`src/rtl/core/sung_pkg.sv`:
```
// shared types, constants and register codes of the super ugly number generator
`default_nettype none

package sung_pkg;

  localparam int PRIME_SLOTS      = 6;
  localparam int PRIME_W          = 16;
  localparam int VALUE_W          = 31;
  localparam int PROD_W           = VALUE_W + PRIME_W;
  localparam int POS_W            = 11;
  localparam int COUNT_W          = 3;
  localparam int CFG_IDX_W        = 3;
  localparam int CFG_DATA_W       = 16;
  localparam int DEF_MAX_POSITION = 1024;
  localparam int DEF_MAX_PRIMES   = 6;

  localparam logic [VALUE_W-1:0] SAT_LIMIT = 31'h7FFF_FFFF;

  localparam logic [COUNT_W-1:0] RST_PRIME_COUNT = 3'd3;
  localparam logic [PRIME_W-1:0] RST_PRIME [PRIME_SLOTS] = '{
    16'd2, 16'd3, 16'd5, 16'd7, 16'd11, 16'd13
  };

  typedef enum logic [CFG_IDX_W-1:0] {
    REG_PRIME_COUNT = 3'd0,
    REG_PRIME_0     = 3'd1,
    REG_PRIME_1     = 3'd2,
    REG_PRIME_2     = 3'd3,
    REG_PRIME_3     = 3'd4,
    REG_PRIME_4     = 3'd5,
    REG_PRIME_5     = 3'd6
  } sung_reg_e;

  typedef enum logic [3:0] {
    ST_IDLE,
    ST_INIT,
    ST_READ,
    ST_MUL,
    ST_CMP,
    ST_WRITE,
    ST_FETCH,
    ST_LOAD,
    ST_ZERO
  } sung_state_e;

  typedef struct packed {
    logic init;
    logic rd_ptr;
    logic mul;
    logic cmp;
    logic write_elem;
    logic rd_final;
    logic load_out;
    logic load_zero;
  } sung_cmd_t;

endpackage

`default_nettype wire

```
`src/rtl/core/sung_ctrl.sv`:
```
// controller: request sequencing, element and prime counters, result handshake
`default_nettype none

module sung_ctrl
  import sung_pkg::*;
#(
  parameter int MAX_POSITION = DEF_MAX_POSITION,
  parameter int MAX_PRIMES   = DEF_MAX_PRIMES,
  localparam int AW = (MAX_POSITION > 1) ? $clog2(MAX_POSITION) : 1,
  localparam int JW = (MAX_PRIMES > 1) ? $clog2(MAX_PRIMES) : 1,
  localparam int NW = $clog2(MAX_POSITION + 1)
) (
  input  wire logic               clk_i,
  input  wire logic               rst_ni,
  input  wire logic               in_valid_i,
  output logic                    in_ready_o,
  input  wire logic [POS_W-1:0]   requested_position_i,
  output logic                    out_valid_o,
  input  wire logic               out_ready_i,
  input  wire logic [COUNT_W-1:0] cnt_i,
  output sung_cmd_t               cmd_o,
  output logic [JW-1:0]           j_o,
  output logic [AW-1:0]           idx_o
);

  sung_state_e   state_q, state_d;
  logic [NW-1:0] n_q, n_d;
  logic [NW-1:0] i_q, i_d;
  logic [JW-1:0] j_q, j_d;
  logic          out_valid_q, out_valid_d;
  logic          out_free, last_prime, last_elem;

  assign out_free   = !out_valid_q || out_ready_i;
  assign last_prime = COUNT_W'(j_q) == cnt_i - COUNT_W'(1);
  assign last_elem  = i_q + NW'(1) == n_q;

  // next state
  always_comb begin
    state_d = state_q;
    unique case (state_q)
      ST_IDLE: begin
        if (in_valid_i) begin
          state_d = (requested_position_i == '0) ? ST_ZERO : ST_INIT;
        end
      end
      ST_INIT:  state_d = (n_q == NW'(1)) ? ST_FETCH : ST_READ;
      ST_READ:  state_d = ST_MUL;
      ST_MUL:   state_d = ST_CMP;
      ST_CMP:   state_d = last_prime ? ST_WRITE : ST_READ;
      ST_WRITE: state_d = last_elem ? ST_FETCH : ST_READ;
      ST_FETCH: state_d = ST_LOAD;
      ST_LOAD, ST_ZERO: begin
        if (out_free) begin
          state_d = ST_IDLE;
        end
      end
      default:  state_d = ST_IDLE;
    endcase
  end

  // counters
  always_comb begin
    n_d = n_q;
    i_d = i_q;
    j_d = j_q;
    unique case (state_q)
      ST_IDLE: begin
        if (32'(requested_position_i) > MAX_POSITION) begin
          n_d = NW'(MAX_POSITION);
        end else begin
          n_d = NW'(requested_position_i);
        end
      end
      ST_INIT: begin
        i_d = NW'(1);
        j_d = '0;
      end
      ST_CMP:   j_d = last_prime ? '0 : j_q + JW'(1);
      ST_WRITE: i_d = i_q + NW'(1);
      default: begin
      end
    endcase
  end

  // outputs
  always_comb begin
    cmd_o      = '0;
    in_ready_o = 1'b0;
    idx_o      = i_q[AW-1:0];
    unique case (state_q)
      ST_IDLE: in_ready_o = 1'b1;
      ST_INIT: begin
        cmd_o.init = 1'b1;
        idx_o      = '0;
      end
      ST_READ:  cmd_o.rd_ptr     = 1'b1;
      ST_MUL:   cmd_o.mul        = 1'b1;
      ST_CMP:   cmd_o.cmp        = 1'b1;
      ST_WRITE: cmd_o.write_elem = 1'b1;
      ST_FETCH: begin
        cmd_o.rd_final = 1'b1;
        idx_o          = AW'(n_q - NW'(1));
      end
      ST_LOAD:  cmd_o.load_out  = out_free;
      ST_ZERO:  cmd_o.load_zero = out_free;
      default: begin
      end
    endcase
  end

  always_comb begin
    out_valid_d = out_valid_q;
    if (cmd_o.load_out || cmd_o.load_zero) begin
      out_valid_d = 1'b1;
    end else if (out_ready_i) begin
      out_valid_d = 1'b0;
    end
  end

  always_ff @(posedge clk_i or negedge rst_ni) begin
    if (!rst_ni) begin
      state_q     <= ST_IDLE;
      n_q         <= '0;
      i_q         <= '0;
      j_q         <= '0;
      out_valid_q <= 1'b0;
    end else begin
      state_q     <= state_d;
      n_q         <= n_d;
      i_q         <= i_d;
      j_q         <= j_d;
      out_valid_q <= out_valid_d;
    end
  end

  assign out_valid_o = out_valid_q;
  assign j_o         = j_q;

endmodule

`default_nettype wire

```
`config.mk`:
```
export PLATFORM = sky130hd
export DESIGN_NAME = sung_ctrl
export DESIGN_NICKNAME = d
export VERILOG_FILES = /design/src/rtl/core/sung_pkg.sv /design/src/rtl/core/sung_ctrl.sv
export SDC_FILE = /design/constraint.sdc
export NUM_CORES = 1
export LEC_CHECK = 0
export ABC_AREA = 1
export BUFFER_PORTS_ARGS = -buffer_cell sky130_fd_sc_hd__buf_2
export CAP_MARGIN = 20
export CORE_MARGIN = 2
export CORE_UTILIZATION = 50
export CTS_CLUSTER_SIZE = 30
export DETAILED_ROUTE_END_ITERATION = 6
export HOLD_SLACK_MARGIN = 0.08
export PLACE_DENSITY = 0.85
export SLEW_MARGIN = 20
export SYNTH_ARGS = -nofsm -noshare
export SYNTH_HDL_FRONTEND = slang
export SYNTH_SLANG_ARGS = --single-unit
export TNS_END_PERCENT = 20
```
`constraint.sdc`:
```
create_clock -name clk_i -period 2.8 [get_ports clk_i]
set_clock_uncertainty 0.2 [all_clocks]
set_input_delay 0.7 -clock clk_i [delete_from_list [all_inputs] [get_ports clk_i]]
set_output_delay 0.7 -clock clk_i [all_outputs]
set_load 0.01 [all_outputs]
```
==> results of run 1 <==
[path summary, 6_finish.rpt]
check / from / endpoint / slack (ps) / cells past startpoint
max: n_q[1] / idx_o[8] / 70 / 9
min: rst_ni / j_o[0] / 260 / 1
max reg2reg: state_q[3] / state_q[2] / 670 / 13
min reg2reg: i_q[10] / i_q[10] / 350 / 2
max in group asynchronous: rst_ni / state_q[2] / 1700 / 1
min in group clk_i: i_q[10] / i_q[10] / 350 / 2
[kinds of logic after synthesis]
logic type,after synthesis,share of synthesized area (%)
flip-flops,30,36.7
adder cells (fa/ha/maj),4,2.45
buffers and inverters,47,9.11
XOR/XNOR,8,3.42
AO/OA/AOI/OAI,51,14.2
AND/OR/NAND/NOR,160,34.1
[worst max-delay path, cell delays in order, from the launching register on]
cell and delay (ps):
dfrtp_1 400, inv_1 90, ha_2 190, nand2_1 70, inv_1 70, nand4_1 140
o21ai_1 180, nand2_1 100, o22ai_2 150, buf_2 160
[registers in the layout, indices dropped and copies added, names as in the netlist]
name	flops
out_valid_o	1
n_q	11
i_q	11
j_o	3
state_q	4
[layout make-up]
cell class,instances,area [um2]
fill,341,1560
timing repair buffer,43,223
multi-input combinational,223,1130
tap,50,62.6
sequential,30,751
clock buffer,6,82.6
inverter,42,158
[per-stage QoR]
step	utilization (%)	setup WS [ps]	std cells
floorplan	-	533	300
global placement	57.8	461	387
detailed placement	57.8	324	387
CTS	59.9	14.5	393
global route	60.7	-74.4	394
finish	60.7	65.4	394
[where the power goes]
| group | switching (W) | internal (W) | total [W] |
|---|---|---|---|
| Clock | 0.000155 | 0.000189 | 0.000345 |
| Combinational | 0.000809 | 0.000437 | 0.00125 |
| Sequential | 0.000147 | 0.000574 | 0.000721 |
[cell usage in the layout, fill, tap and decap left out, types with 2 or more instances in the layout]
cell      netlist  routed
inv_2           3       4
nand4_1        11      11
a21oi_1         4       4
nor3_1          4       3
buf_4           2       3
o22ai_1         7       6
or2_2           4       4
nand3_1        29      28
xnor2_1         3       3
ha_1            4       3
dfrtp_1        30      30
nand2_1        68      68
o21ai_0        27      26
buf_2           2      40
xor2_1          5       5
inv_1          38      37
a32o_1          2       2
nor2_1         40      40
o21ai_1         5       6
o21bai_1        3       3
clkbuf_8        0       6
[metal layers]
layer / global-route usage [%] / up-vias / part of all wire, %
li1: - / 1085 / -
met1: 32.7 / 1013 / 41
met2: 39.6 / 125 / 47
met3: 5.10 / 21 / 7.9
met4: 12.0 / 0 / 3.4
met5: 0 / - / 0
[repair_timing]
item	4_1_cts	5_1_grt
gates resized for setup	0	7
endpoints found under the hold margin	0	0
setup buffers	0	1
endpoints found under the setup margin	0	2
==> qor.txt, run 1 <==
fin area - 2410 um2
Clk Tree Root Cell - clkbuf_8
Clk pin slew, worst setup/hold paths - 60 ps
full die area - 4620 um2
wire per inst - 13.8 um
CP arrival - 1830 ps
Syn Nets - 322
CP max FO - 4
dominant cell type by area after synthesis - dfrtp_1
vias - 2244
row count - 23
Layout area overhead - 17.8%
WHS - 257 ps
count leader, synth - nand2_1
vias in the first global route - 1975
Seq/Total Area, Yosys - 36.7%
# Max-Cap Violations - 0
largest net degree at the start of global routing - 31
RSZ-0062 raised after global routing - yes
Slew headroom - 54.7%
htree depth - 2
clk sinks - 30
#FFs+latches synth - 30
syn_area_per_cell - 6.82 um2
outcome - finished clean
share of cells above drive strength 1 - 18.9%
CTS tree - yes
leakage - 1.25 nW
initial core utilization - 51.5%
post-route minimum period - 2730 ps
Achievable Freq - 366 MHz
dpl hpwl - 4150 um
share of the synthesized area in the top cell type - 36.7%
synthesized instance count - 300
PwrDens - 959 nW/um2
worst hold path type - in2async
Netlist cell types - 29
final net count - 367
Critical Path End Type - output pin
initial antenna violation count - 0
Die Y - 68.0 um
# setup viols final - 0
Post-Synthesis Cell Area - 2050 um2
diodes inserted - 0
DRT iter0 DRCs - 146
placed cell areas - 2300 um2
Crit path required time - 1900 ps
synth cell count leaders - 68 x nand2_1, 40 x nor2_1, 38 x inv_1
CP Class - reg2out
CTS buffer count - 5
ys async rst share - 100%
PortBufs - 40
YS warnings - 0
worst slew pin tran - 680 ps
DRC viols - 0
CTS max path bufs - 2
crit share post-route - 97.7%
first-pass GRT wire length - 8670 um
post-route ant nets - 0
final hold violations - 0
Max Slew Vio Count - 0
Post-Route WL - 5460 um
first-pass iteration count of the detailed router - 5
dominant synthesized flop cell - dfrtp_1
TNS Setup - 0 ps
Total GRT Usage - 25.0%
gr ovfl total - 0
total core area - 3970 um2
Worst IR Drop VDD - 0.635 mV
drt via density - 5.70
cts hold-fix bufs - 0
Critical Path Source Type - flip-flop
total power - 0.00231 W
gpl congestion - 0.880
number of flops mapped to enable cells by yosys - 0
die width - 68.0 um
Area contributors post-synth - dfrtp_1 37%, nand2_1 12%, nor2_1 7.3%
num ports - 41
worst skew pair latency - 280 ps
No activity file was read; power rests on OpenSTA's default activity.
==> run 2, diff against run 1 <==
MAX_ROUTING_LAYER = met4   (was not set)
==> qor.txt, run 2 (synthesis results as in run 1) <==
Critical path origin - n_q[1]
drt via density - 5.68
fin util - 60.7%
CP Class - reg2out
worst slew pin tran - 681 ps
worst flop-to-flop path endpoint - state_q[2]
post-route ant nets - 0
gr ovfl total - 0
final net count - 367
num ports - 41
Crit path required time - 1900 ps
area of the multi-input gates - 1130 um2
Total GRT Usage - 25.8%
DRC viols - 0
row count - 23
Clk pin slew, worst setup/hold paths - 60 ps
Fillers - 341
reg2reg path depth - 12
share of cells above drive strength 1 - 18.9%
CP arrival - 1840 ps
Post-Route WL - 5460 um
# setup viols final - 0
Critical Path End Type - output pin
clk sinks - 30
RSZ-0062 raised after global routing - yes
Sequential cell area - 751 um2
die width - 68.0 um
final hold violations - 0
# Max-Cap Violations - 0
CTS tree - yes
PortBufs - 40
crit share post-route - 97.8%
worst skew pair latency - 280 ps
Crit Reg-Reg Startpoint - i_q[0]
Achievable Freq - 365 MHz
initial core utilization - 51.5%
first-pass GRT wire length - 8690 um
initial antenna violation count - 0
Die Y - 68.0 um
DRT iter0 DRCs - 128
WHS - 257 ps
CP max FO - 4
Critical Path Source Type - flip-flop
Clk Tree Root Cell - clkbuf_8
CTS buffer count - 5
Layout area overhead - 17.8%
vias - 2236
Worst IR Drop VDD - 0.632 mV
largest net degree at the start of global routing - 31
CTS max path bufs - 2
Regs by FF count - i_q: 11 flops, n_q: 11 flops, state_q: 4 flops
htree depth - 2
worst hold path type - in2async
dpl hpwl - 4150 um
Slew headroom - 54.6%
Max Slew Vio Count - 0
gpl congestion - 0.894
diodes inserted - 0
total core area - 3970 um2
total power - 0.00231 W
wire per inst - 13.9 um
setup slack, reg-to-reg - 670 ps
CP endpoint - idx_o[8]
commonest non-fill, non-tap cell in the layout - nand2_1
commonest non-fill, non-tap cells in the layout - 68 x nand2_1, 40 x nor2_1, 40 x buf_2, 37 x inv_1, 30 x dfrtp_1
PwrDens - 960 nW/um2
post-route minimum period - 2740 ps
first-pass iteration count of the detailed router - 5
outcome - finished clean
leakage - 1.25 nW
full die area - 4620 um2
vias in the first global route - 1975
-- run 2: cell counts in the layout (fill, tap and decap cells not counted) --
Identical to the previous run, type by type.
-- run 2: layer usage --
layer  routed length (um)  track usage [%]  up-vias  part of all wire (%)
li1                     -                -     1081                     -
met1                 2240             32.8      997                    41
met2                 2550             39.6      137                    47
met3                  483             5.10       21                   8.8
met4                  193             12.0        0                   3.5
met5                    0                -        -                     0
-- run 2: area by class of cell --
class | count | area share [%]
repair buffers | 43 | 9.24
well taps | 50 | 2.59
inverters | 42 | 6.54
multi-input cells | 223 | 47.1
flip-flops and latches | 30 | 31.1
clock buffers | 6 | 3.43
-- run 2: what timing repair did --
item,in CTS,in global routing
setup buffers,0,1
resized for setup,0,7
endpoints found under the setup margin,0,2
hold buffers,0,0
-- run 2: where the power goes --
group | internal [W] | switching [W] | total, W
Sequential | 0.000574 | 0.000149 | 0.000723
Combinational | 0.000437 | 0.000810 | 0.00125
Clock | 0.000189 | 0.000155 | 0.000344
Total | 0.00120 | 0.00111 | 0.00231
-- run 2: critical path: stages (launching register included) --
cell	delay (ps)
dfrtp_1	410
inv_1	90
ha_2	190
nand2_1	70
inv_1	70
nand4_1	140
o21ai_1	180
nand2_1	100
o22ai_2	150
buf_2	160
-- run 2: how the worst min path moves through the flow --
stage / from / end / depth (start not counted)
global placement: n_q[10] / n_q[10] / 2
floorplan: rst_ni / i_q[0] / 0
CTS: rst_ni / j_o[0] / 1
global route: rst_ni / n_q[1] / 1
finish: rst_ni / n_q[2] / 1
detailed placement: i_q[10] / i_q[10] / 2
-- run 2: per-stage QoR --
| stage | setup WS [ps] | area, um2 | TNS, ps | cells |
|---|---|---|---|---|
| 2_1_floorplan | 533 | 2050 | 0 | 300 |
| 3_3_place_gp | 461 | 2300 | 0 | 387 |
| 3_5_place_dp | 324 | 2300 | 0 | 387 |
| 4_1_cts | 14.5 | 2380 | 0 | 393 |
| 5_1_grt | -76.6 | 2410 | -123 | 394 |
| 6_report | 60.3 | 2410 | 0 | 394 |
